**config.mk**
```make
export PLATFORM = sky130hd
export DESIGN_NAME = fourier_series_waveform_synth
export DESIGN_NICKNAME = d
export VERILOG_FILES = /design/src/rtl/fsws_pkg.sv /design/src/rtl/fsws_regs.sv /design/src/rtl/fsws_cos_lut.sv /design/src/rtl/fsws_mul.sv /design/src/rtl/fourier_series_waveform_synth.sv
export SDC_FILE = /design/constraint.sdc
export NUM_CORES = 2
export LEC_CHECK = 0
export BUFFER_PORTS_ARGS = -buffer_cell sky130_fd_sc_hd__buf_2
export CORE_ASPECT_RATIO = 1.4
export CORE_MARGIN = 1.5
export CORE_UTILIZATION = 30
export CTS_CLUSTER_SIZE = 10
export DETAILED_ROUTE_END_ITERATION = 16
export HOLD_SLACK_MARGIN = 0.02
export SETUP_SLACK_MARGIN = 0.5
export SLEW_MARGIN = 20
export SYNTH_ARGS = -nofsm -noshare
export SYNTH_HDL_FRONTEND = slang
export SYNTH_SLANG_ARGS = --single-unit
```
**constraint.sdc**
```tcl
create_clock -name clk -period 26.5 [get_ports clk]
set_input_delay 1.325 -clock clk [delete_from_list [all_inputs] [get_ports clk]]
set_output_delay 1.325 -clock clk [all_outputs]
set_load 0.05 [all_outputs]
```
**src/rtl/fsws_pkg.sv**
```systemverilog
package fsws_pkg;

    localparam int HARMONICS      = 8;
    localparam int COS_TABLE_BITS = 10;
    localparam int QTR_W          = COS_TABLE_BITS - 2;
    localparam int QUARTER        = 1 << QTR_W;
    localparam int CUSTOM_SLOTS   = 8;
    localparam int CUSTOM_TERMS   = (HARMONICS < CUSTOM_SLOTS) ? HARMONICS : CUSTOM_SLOTS;
    localparam int IDX_W          = ($clog2(HARMONICS) > 3) ? $clog2(HARMONICS) : 3;
    localparam int ROM_DEPTH      = 1 << IDX_W;
    localparam int ACC_W          = 31 + $clog2(HARMONICS + 1);
    localparam int PRE_W          = ACC_W - 15;
    localparam int MUL_A_W        = 33;
    localparam int MUL_B_W        = 17;
    localparam int MUL_P_W        = MUL_A_W + MUL_B_W;

    localparam int S_TDATA_W  = 48;
    localparam int M_TDATA_W  = 16;
    localparam int APB_ADDR_W = 4;

    localparam logic [63:0] HALF_PI_Q30        = 64'd1686629713;
    localparam logic [63:0] FOUR_OVER_PI_Q30   = 64'd1367130551;
    localparam logic [63:0] TWO_OVER_PI_Q30    = 64'd683565276;
    localparam logic [63:0] EIGHT_OVER_PI2_Q30 = 64'd870341787;
    localparam logic [31:0] QUARTER_TURN       = 32'h4000_0000;

    localparam logic signed [MUL_P_W-1:0] SAMPLE_MAX = MUL_P_W'(32767);
    localparam logic signed [MUL_P_W-1:0] SAMPLE_MIN = -MUL_P_W'(32768);

    localparam logic [2:0] WAVE_CUSTOM    = 3'd0;
    localparam logic [2:0] WAVE_SQUARE    = 3'd1;
    localparam logic [2:0] WAVE_TRIANGLE  = 3'd2;
    localparam logic [2:0] WAVE_SAW_LEFT  = 3'd3;
    localparam logic [2:0] WAVE_SAW_RIGHT = 3'd4;

    localparam logic OP_TICK  = 1'b0;
    localparam logic OP_WRITE = 1'b1;

    localparam logic [1:0] REG_WAVE_TYPE  = 2'd0;
    localparam logic [1:0] REG_PHASE_STEP = 2'd1;
    localparam logic [1:0] REG_DC_OFFSET  = 2'd2;
    localparam logic [1:0] REG_GAIN       = 2'd3;

    typedef struct packed {
        logic [2:0]         wave_type;
        logic [31:0]        phase_step;
        logic signed [15:0] dc_offset;
        logic signed [15:0] gain;
    } cfg_t;

    typedef logic [QUARTER:0][14:0] cos_tab_t;
    typedef logic [3:0][ROM_DEPTH-1:0][15:0] coef_rom_t;

    // Shift-and-subtract division, used only while building the tables.
    function automatic logic [63:0] udiv64(input logic [63:0] num, input logic [63:0] den);
        logic [64:0] rem;
        logic [63:0] quo;
        rem = '0;
        quo = '0;
        for (int b = 63; b >= 0; b--)
        begin
            rem = {rem[63:0], num[b]};
            if (rem >= {1'b0, den})
            begin
                rem    = rem - {1'b0, den};
                quo[b] = 1'b1;
            end
        end
        return quo;
    endfunction

    // Quarter-wave cosine in Q1.14 from an eleven-term Taylor series in Q30.
    function automatic cos_tab_t build_cos_tab();
        cos_tab_t           tab;
        logic [63:0]        t;
        logic [63:0]        t2;
        logic [63:0]        term;
        logic [63:0]        e;
        logic signed [63:0] sum;
        tab = '0;
        for (int i = 0; i <= QUARTER; i++)
        begin
            t    = (64'(i) * HALF_PI_Q30) >> QTR_W;
            t2   = (t * t) >> 30;
            term = 64'd1 << 30;
            sum  = signed'(term);
            for (int n = 1; n <= 10; n++)
            begin
                term = udiv64((term * t2) >> 30, 64'((2 * n - 1) * (2 * n)));
                if ((n & 1) == 1)
                begin
                    sum = sum - signed'(term);
                end
                else
                begin
                    sum = sum + signed'(term);
                end
            end
            if (sum < 0)
            begin
                sum = 0;
            end
            e = (64'(sum) + (64'd1 << 15)) >> 16;
            if (e > 64'd16384)
            begin
                e = 64'd16384;
            end
            tab[i] = e[14:0];
        end
        return tab;
    endfunction

    // Harmonic coefficients in Q2.14, rows square, triangle, saw left, saw right.
    function automatic coef_rom_t build_coef_rom();
        coef_rom_t   rom;
        logic [63:0] k;
        logic [63:0] mag;
        logic        pos;
        rom = '0;
        for (int w = 0; w < 4; w++)
        begin
            for (int i = 1; i < HARMONICS; i++)
            begin
                if (w < 2)
                begin
                    k = 64'(2 * i - 1);
                end
                else
                begin
                    k = 64'(i);
                end
                case (w)
                    0:
                    begin
                        mag = (udiv64(FOUR_OVER_PI_Q30, k) + (64'd1 << 15)) >> 16;
                        pos = 1'b1;
                    end
                    1:
                    begin
                        mag = (udiv64(EIGHT_OVER_PI2_Q30, k * k) + (64'd1 << 15)) >> 16;
                        pos = ((i & 1) == 1);
                    end
                    2:
                    begin
                        mag = (udiv64(TWO_OVER_PI_Q30, k) + (64'd1 << 15)) >> 16;
                        pos = ((i & 1) == 1);
                    end
                    default:
                    begin
                        mag = (udiv64(TWO_OVER_PI_Q30, k) + (64'd1 << 15)) >> 16;
                        pos = ((i & 1) == 0);
                    end
                endcase
                rom[w][i] = pos ? mag[15:0] : (16'd0 - mag[15:0]);
            end
        end
        return rom;
    endfunction

    localparam cos_tab_t  COS_TAB   = build_cos_tab();
    localparam coef_rom_t COEF_ROM  = build_coef_rom();

endpackage

```
**src/rtl/fsws_regs.sv**
```systemverilog
module fsws_regs (
    input  logic                              clk,
    input  logic                              rst_n,
    input  logic                              psel,
    input  logic                              penable,
    input  logic                              pwrite,
    input  logic [fsws_pkg::APB_ADDR_W-1:0]   paddr,
    input  logic [31:0]                       pwdata,
    output logic [31:0]                       prdata,
    output logic                              pready,
    output fsws_pkg::cfg_t                    cfg
);
    import fsws_pkg::*;

    cfg_t       cfg_reg;
    cfg_t       cfg_next;
    logic [1:0] reg_sel;

    assign reg_sel = paddr[3:2];
    assign pready  = 1'b1;
    assign cfg     = cfg_reg;

    always_comb
    begin
        cfg_next = cfg_reg;
        if (psel && penable && pwrite)
        begin
            case (reg_sel)
                REG_WAVE_TYPE:  cfg_next.wave_type  = pwdata[2:0];
                REG_PHASE_STEP: cfg_next.phase_step = pwdata;
                REG_DC_OFFSET:  cfg_next.dc_offset  = signed'(pwdata[15:0]);
                REG_GAIN:       cfg_next.gain       = signed'(pwdata[15:0]);
                default:        cfg_next = cfg_reg;
            endcase
        end
    end

    always_comb
    begin
        case (reg_sel)
            REG_WAVE_TYPE:  prdata = {29'd0, cfg_reg.wave_type};
            REG_PHASE_STEP: prdata = cfg_reg.phase_step;
            REG_DC_OFFSET:  prdata = {16'd0, cfg_reg.dc_offset};
            REG_GAIN:       prdata = {16'd0, cfg_reg.gain};
            default:        prdata = 32'd0;
        endcase
    end

    always_ff @(posedge clk or negedge rst_n)
    begin
        if (!rst_n)
        begin
            cfg_reg.wave_type  <= WAVE_CUSTOM;
            cfg_reg.phase_step <= 32'd0;
            cfg_reg.dc_offset  <= 16'sd0;
            cfg_reg.gain       <= 16'sd4096;
        end
        else
        begin
            cfg_reg <= cfg_next;
        end
    end

endmodule

```
**src/rtl/fsws_cos_lut.sv**
```systemverilog
module fsws_cos_lut (
    input  logic               clk,
    input  logic [31:0]        angle,
    output logic signed [15:0] cos_val
);
    import fsws_pkg::*;

    logic [COS_TABLE_BITS-1:0] idx;
    logic [1:0]                quad;
    logic [QTR_W-1:0]          pos;
    logic [QTR_W-1:0]          addr;
    logic                      at_end;
    logic [14:0]               mag_reg;
    logic                      neg_reg;
    logic signed [15:0]        mag_ext;

    assign idx    = angle[31 -: COS_TABLE_BITS];
    assign quad   = idx[COS_TABLE_BITS-1 -: 2];
    assign pos    = idx[QTR_W-1:0];
    assign addr   = quad[0] ? ({QTR_W{1'b0}} - pos) : pos;
    assign at_end = quad[0] && (pos == {QTR_W{1'b0}});

    always_ff @(posedge clk)
    begin
        if (at_end)
        begin
            mag_reg <= COS_TAB[QUARTER];
        end
        else
        begin
            mag_reg <= COS_TAB[addr];
        end
        neg_reg <= quad[0] ^ quad[1];
    end

    assign mag_ext = signed'({1'b0, mag_reg});
    assign cos_val = neg_reg ? (16'sd0 - mag_ext) : mag_ext;

endmodule

```
**src/rtl/fsws_mul.sv**
```systemverilog
module fsws_mul (
    input  logic                                  clk,
    input  logic signed [fsws_pkg::MUL_A_W-1:0]   a,
    input  logic signed [fsws_pkg::MUL_B_W-1:0]   b,
    output logic signed [fsws_pkg::MUL_P_W-1:0]   p
);
    import fsws_pkg::*;

    logic signed [MUL_P_W-1:0] p_reg;

    always_ff @(posedge clk)
    begin
        p_reg <= MUL_P_W'(a) * MUL_P_W'(b);
    end

    assign p = p_reg;

endmodule

```
**src/rtl/fourier_series_waveform_synth.sv**
```systemverilog
// Additive waveform synthesizer: a tick request (tuser 0) yields one saturated Q5.11 sample
// built from up to eight custom harmonics or the built-in square, triangle and sawtooth
// series, plus dc offset, times gain; a write request (tuser 1) loads one custom slot and
// yields nothing, and the block stays ready for the next request. A tick runs S_ANGLE,
// S_LOOK, S_PROD and S_ACC for each of N terms (8 in custom mode, HARMONICS-1 for the
// built-in series, 0 for an unknown wave type), then S_RND and S_GAIN, where the result
// register loads. The single shared multiplier is used once for the harmonic angle and once
// for the term product, with the registered cosine ROM in between, and then for the gain.
// s_tready is high only between ticks; a finished sample waits in the output register, and
// the next tick finishes only once it has been taken.
module fourier_series_waveform_synth (
    input  logic                              clk,
    input  logic                              rst_n,
    input  logic                              s_tvalid,
    output logic                              s_tready,
    // entry_index[2:0], harmonic_number[10:3], amplitude[26:11], phase_offset[42:27]
    input  logic [fsws_pkg::S_TDATA_W-1:0]    s_tdata,
    // opcode[0]
    input  logic [0:0]                        s_tuser,
    output logic                              m_tvalid,
    input  logic                              m_tready,
    // sample[15:0]
    output logic [fsws_pkg::M_TDATA_W-1:0]    m_tdata,
    // saturated[0]
    output logic [0:0]                        m_tuser,
    input  logic                              psel,
    input  logic                              penable,
    input  logic                              pwrite,
    input  logic [fsws_pkg::APB_ADDR_W-1:0]   paddr,
    input  logic [31:0]                       pwdata,
    output logic [31:0]                       prdata,
    output logic                              pready
);
    import fsws_pkg::*;

    typedef enum logic [2:0] {
        S_IDLE,
        S_ANGLE,
        S_LOOK,
        S_PROD,
        S_ACC,
        S_RND,
        S_GAIN
    } state_t;

    cfg_t cfg;

    state_t                   state_reg,    state_next;
    logic [IDX_W-1:0]         idx_reg,      idx_next;
    logic signed [ACC_W-1:0]  sum_reg,      sum_next;
    logic [31:0]              phase_reg,    phase_next;
    logic signed [15:0]       amp_reg,      amp_next;
    logic [31:0]              beta_reg,     beta_next;
    logic                     m_tvalid_reg, m_tvalid_next;
    logic [15:0]              m_tdata_reg,  m_tdata_next;
    logic                     m_tuser_reg,  m_tuser_next;

    logic [7:0]               harm_tab [CUSTOM_SLOTS];
    logic signed [15:0]       amp_tab  [CUSTOM_SLOTS];
    logic [15:0]              pha_tab  [CUSTOM_SLOTS];

    logic                     accept;
    logic                     in_op;
    logic [2:0]               in_index;
    logic [7:0]               in_harm;
    logic [15:0]              in_amp;
    logic [15:0]              in_pha;

    logic                     is_custom;
    logic                     is_rom;
    logic [1:0]               rom_sel;
    logic [2:0]               slot;
    logic [7:0]               term_k;
    logic signed [15:0]       term_amp;
    logic [31:0]              term_beta;
    logic [IDX_W-1:0]         last_idx;

    logic signed [MUL_A_W-1:0] mul_a;
    logic signed [MUL_B_W-1:0] mul_b;
    logic signed [MUL_P_W-1:0] mul_p;
    logic [31:0]               angle;
    logic signed [15:0]        cos_val;

    logic signed [ACC_W:0]     sum_rnd;
    logic signed [PRE_W-1:0]   pre_val;
    logic signed [MUL_P_W-1:0] y_rnd;
    logic signed [MUL_P_W-1:0] y_full;
    logic [15:0]               y_sample;
    logic                      y_sat;

    fsws_regs u_regs (
        .clk     (clk),
        .rst_n   (rst_n),
        .psel    (psel),
        .penable (penable),
        .pwrite  (pwrite),
        .paddr   (paddr),
        .pwdata  (pwdata),
        .prdata  (prdata),
        .pready  (pready),
        .cfg     (cfg)
    );

    fsws_mul u_mul (
        .clk (clk),
        .a   (mul_a),
        .b   (mul_b),
        .p   (mul_p)
    );

    fsws_cos_lut u_cos (
        .clk     (clk),
        .angle   (angle),
        .cos_val (cos_val)
    );

    assign in_op    = s_tuser[0];
    assign in_index = s_tdata[2:0];
    assign in_harm  = s_tdata[10:3];
    assign in_amp   = s_tdata[26:11];
    assign in_pha   = s_tdata[42:27];

    assign s_tready = (state_reg == S_IDLE);
    assign accept   = s_tvalid && s_tready;

    assign m_tvalid = m_tvalid_reg;
    assign m_tdata  = m_tdata_reg;
    assign m_tuser  = m_tuser_reg;

    always_comb
    begin
        is_custom = (cfg.wave_type == WAVE_CUSTOM);
        is_rom    = cfg.wave_type inside {[WAVE_SQUARE:WAVE_SAW_RIGHT]};
        rom_sel   = 2'(cfg.wave_type - WAVE_SQUARE);
        slot      = idx_reg[2:0];
        if (is_custom)
        begin
            term_k    = harm_tab[slot];
            term_amp  = amp_tab[slot];
            term_beta = {pha_tab[slot], 16'h0000};
            last_idx  = IDX_W'(CUSTOM_TERMS - 1);
        end
        else
        begin
            term_k    = rom_sel[1] ? 8'(idx_reg) : (8'({idx_reg, 1'b0}) - 8'd1);
            term_amp  = signed'(COEF_ROM[rom_sel][idx_reg]);
            term_beta = QUARTER_TURN;
            last_idx  = IDX_W'(HARMONICS - 1);
        end
    end

    always_comb
    begin
        sum_rnd  = (ACC_W + 1)'(sum_reg) + (ACC_W + 1)'(65536);
        pre_val  = PRE_W'(signed'(sum_rnd[ACC_W:17])) + PRE_W'(signed'(cfg.dc_offset));
        y_rnd    = mul_p + MUL_P_W'(2048);
        y_full   = y_rnd >>> 12;
        y_sat    = 1'b0;
        y_sample = y_full[15:0];
        if (y_full > SAMPLE_MAX)
        begin
            y_sample = 16'h7FFF;
            y_sat    = 1'b1;
        end
        else if (y_full < SAMPLE_MIN)
        begin
            y_sample = 16'h8000;
            y_sat    = 1'b1;
        end
    end

    assign angle = mul_p[31:0] + beta_reg;

    always_comb
    begin
        case (state_reg)
            S_PROD:
            begin
                mul_a = MUL_A_W'(cos_val);
                mul_b = MUL_B_W'(amp_reg);
            end
            S_RND, S_GAIN:
            begin
                mul_a = MUL_A_W'(pre_val);
                mul_b = MUL_B_W'(signed'(cfg.gain));
            end
            default:
            begin
                mul_a = signed'({1'b0, phase_reg});
                mul_b = signed'({9'd0, term_k});
            end
        endcase
    end

    always_comb
    begin
        state_next    = state_reg;
        idx_next      = idx_reg;
        sum_next      = sum_reg;
        phase_next    = phase_reg;
        amp_next      = amp_reg;
        beta_next     = beta_reg;
        m_tvalid_next = m_tvalid_reg;
        m_tdata_next  = m_tdata_reg;
        m_tuser_next  = m_tuser_reg;
        if (m_tvalid_reg && m_tready)
        begin
            m_tvalid_next = 1'b0;
        end
        case (state_reg)
            S_IDLE:
            begin
                if (accept && (in_op == OP_TICK))
                begin
                    sum_next = '0;
                    if (is_custom)
                    begin
                        idx_next   = '0;
                        state_next = S_ANGLE;
                    end
                    else if (is_rom)
                    begin
                        idx_next   = IDX_W'(1);
                        state_next = S_ANGLE;
                    end
                    else
                    begin
                        state_next = S_RND;
                    end
                end
            end
            S_ANGLE:
            begin
                amp_next   = term_amp;
                beta_next  = term_beta;
                state_next = S_LOOK;
            end
            S_LOOK:
            begin
                state_next = S_PROD;
            end
            S_PROD:
            begin
                state_next = S_ACC;
            end
            S_ACC:
            begin
                sum_next = sum_reg + ACC_W'(mul_p);
                if (idx_reg == last_idx)
                begin
                    state_next = S_RND;
                end
                else
                begin
                    idx_next   = idx_reg + IDX_W'(1);
                    state_next = S_ANGLE;
                end
            end
            S_RND:
            begin
                state_next = S_GAIN;
            end
            S_GAIN:
            begin
                if (!m_tvalid_reg || m_tready)
                begin
                    m_tvalid_next = 1'b1;
                    m_tdata_next  = y_sample;
                    m_tuser_next  = y_sat;
                    phase_next    = phase_reg + cfg.phase_step;
                    state_next    = S_IDLE;
                end
            end
            default:
            begin
                state_next = S_IDLE;
            end
        endcase
    end

    always_ff @(posedge clk or negedge rst_n)
    begin
        if (!rst_n)
        begin
            state_reg    <= S_IDLE;
            idx_reg      <= '0;
            sum_reg      <= '0;
            phase_reg    <= 32'd0;
            amp_reg      <= 16'sd0;
            beta_reg     <= 32'd0;
            m_tvalid_reg <= 1'b0;
            m_tdata_reg  <= 16'd0;
            m_tuser_reg  <= 1'b0;
        end
        else
        begin
            state_reg    <= state_next;
            idx_reg      <= idx_next;
            sum_reg      <= sum_next;
            phase_reg    <= phase_next;
            amp_reg      <= amp_next;
            beta_reg     <= beta_next;
            m_tvalid_reg <= m_tvalid_next;
            m_tdata_reg  <= m_tdata_next;
            m_tuser_reg  <= m_tuser_next;
        end
    end

    always_ff @(posedge clk or negedge rst_n)
    begin
        if (!rst_n)
        begin
            for (int i = 0; i < CUSTOM_SLOTS; i++)
            begin
                harm_tab[i] <= 8'd0;
                amp_tab[i]  <= 16'sd0;
                pha_tab[i]  <= 16'd0;
            end
        end
        else if (accept && (in_op == OP_WRITE))
        begin
            harm_tab[in_index] <= in_harm;
            amp_tab[in_index]  <= signed'(in_amp);
            pha_tab[in_index]  <= in_pha;
        end
    end

endmodule

```
==> impl_metrics.yaml <==
route:
  drtIter0Drc: 2651
  route.detailed.drc: 0
  finalWirelength_um: 173000
  vias_per_cell: 5.35
  wire_per_inst_um: 22.0
  num_vias: 42000
  ant_nets: 0
  first_pass_iters: 7
worst_setup_path:
  critPathKind: "flop to flop"
  cp_max_fo: 70
  crit_slowest_cell: "fa_1"
  max_stage_delay_ns: 0.60
  critPathLaunchType: "flop"
  crit_required_ns: 27.09
  critPathMostFrequentCell: "fa_1"
  worst_setup_path_end_kind: "flop"
  ff2ff_path_depth: 41
  critPathArrivalTime_ns: 12.63
synth:
  synth.avg_cell_area_um2: 9.69
  syn_inst: 5505
  synth_area_leader_cell: "dfrtp_1"
  async_flop_share_pct: 88.5
  ys_top_cells_by_count: "inv_1, fa_1, nor2_1"
  synth_edf_count: 0
  syn-cell-area_mm2: 0.0533
  synth_top_area_share_pct: 23.9
  synthFlopType: "dfrtp_1"
  synth_area_leaders: "dfrtp_1, fa_1, mux2_2"
  synth_seq_cells: 576
  ys_types: 96
  synth_fp_nets: 6388
  yosysSeqAreaShare_pct: 26.4
  ys_warn_count: 0
  synth.most_common_cell: "inv_1"
global_routing:
  grt_pass1_wl_um: 265000
  grt_max_degree: 129
  grtUsageTotal_pct: 19.1
  grt_antenna_before_repair: 21
  grt_remaining_overflow: 0
  grt_pass1_vias: 43800
final_layout:
  fin_cells: 7862
  finalNetCount: 6410
  syn2layout_area_growth_pct: 10.6
  drive_gt1_share_pct: 16.3
placed_design:
  dp_cells: 7752
  dpl.hpwl_um: 130000
  port_buffers: 135
  place_congestion: 0.959
sta:
  max_freq_mhz: 83.1
  final_max_slew_viol_count: 0
  max_slew_margin_pct: 16.0
  hold_viol: 0
  tns_ns: 0
  worst_clock_skew_ns: 0.0396
  finalSetupViolCount: 0
  tightest_slew_ns: 1.26
  rsz0062_at_grt: "no"
  finalCritPeriodShare_pct: 45.4
  fin_crit_ns: 12.04
clock_network:
  numCtsBuffers: 72
  ctsResizeCount: 0
  cts_hold_buf: 0
  h-tree-depth: 3
  cts_buffer_depth: 3
  cts_tree: "built"
  cts.sinks: 576
  clkTransAtPathRegs_ns: 0.06
  cts_root_buffer: "clkbuf_16"
  clock_latency_ns: 0.69
  post-cts-setup-buffer-count: 0
worst_hold_path:
  holdPathStages: 2
  min_path_type: "flop to flop"
flow_run:
  max_cap_violations: 0
floorplanning:
  die-width_um: 359
  die_h_um: 502
  initial_core_util_pct: 30.3
  dieArea_mm2: 0.180
  core_mm2: 0.176
  row_count: 182
  io_pins: 144
outcome:
  status: "complete, no violations"
==> cells by family after synthesis <==
group | after synthesis | synth area share (%)
other | 1 | 0.00703
DFF | 576 | 26.4
muxes | 517 | 12.6
AOI/OAI and AO/OA | 1049 | 13.1
xor gates and xnor gates | 192 | 3.18
and+or+nand+nor | 1425 | 11.6
buffers and inverters | 954 | 6.86
adders and majority gates | 791 | 26.2
==> critical path: cells and delay by family, from the launching register on <==
kind	cells	cell delay [ns]
xor gates and xnor gates	2	0.44
DFF	1	0.47
adders and majority gates	9	3.85
and+or+nand+nor	3	0.49
buffers and inverters	5	0.90
AOI/OAI and AO/OA	22	5.71
==> through the flow <==
| step | area [um2] | util [%] | hold WS, ns | setup WS [ns] |
|---|---|---|---|---|
| 5_1_grt | 59000 | 33.5 | 0.494 | 13.85 |
| 2_1_floorplan | 53300 | - | 0.446 | 16.85 |
| 3_5_place_dp | 56700 | 32.2 | 0.461 | 14.67 |
| 4_1_cts | 58900 | 33.5 | 0.473 | 14.61 |
| 6_report | 59000 | 33.5 | 0.467 | 14.46 |
| 3_3_place_gp | 56700 | 32.2 | 0.459 | 14.73 |
==> path summary, 6_finish.rpt <==
path | slack, ns | end | from
hold / removal | 0.47 | m_tdata[0] | m_tdata[0]
hold reg to reg | 0.47 | m_tdata[0] | m_tdata[0]
max in group asynchronous | 22.71 | u_regs.cfg[30] | rst_n
setup reg to reg | 14.46 | u_mul.p[49] | sum_reg[16]
setup / recovery | 14.46 | u_mul.p[49] | sum_reg[16]
min in group asynchronous | 0.51 | sum_reg[0] | rst_n
==> metal layers <==
metal | vias to the layer above | global-route usage (%) | wire length (um)
li1 | 18700 | - | -
met1 | 21400 | 22.1 | 66700
met2 | 1440 | 32.7 | 83800
met3 | 484 | 3.92 | 11500
met4 | 30 | 11.2 | 10600
met5 | - | 0 | 187
==> cell type report <==
cell class | count | area [um2]
Inverter | 661 | 2480
Fill cell | 17900 | 117000
Clock buffer | 90 | 1940
Tap cell | 2300 | 2880
Timing Repair Buffer | 241 | 1510
Multi-Input combinational cell | 3975 | 35800
Sequential cell | 576 | 14100
Clock inverter | 14 | 292
Antenna cell | 5 | 12.5
==> cell usage in the layout, fill, tap and decap left out, types with 59 or more instances in the layout <==
cell,synthesis,final
nor2_1,524,519
nand2_1,520,518
mux4_2,84,84
dfrtp_1,509,507
inv_1,658,657
buf_4,5,104
nand3_1,82,81
fa_1,540,540
xnor2_1,124,122
mux2_2,406,406
a21oi_1,226,225
clkbuf_16,0,72
buf_2,31,134
nor3_1,75,73
xor2_1,66,64
a21o_1,69,69
dfxtp_1,66,66
o21ai_0,244,242
ha_1,251,251
o211ai_1,59,59
Power is left out: the tool's default activity adds up to more than one toggle a clock period on the data nets, which glitch-free logic cannot reach.
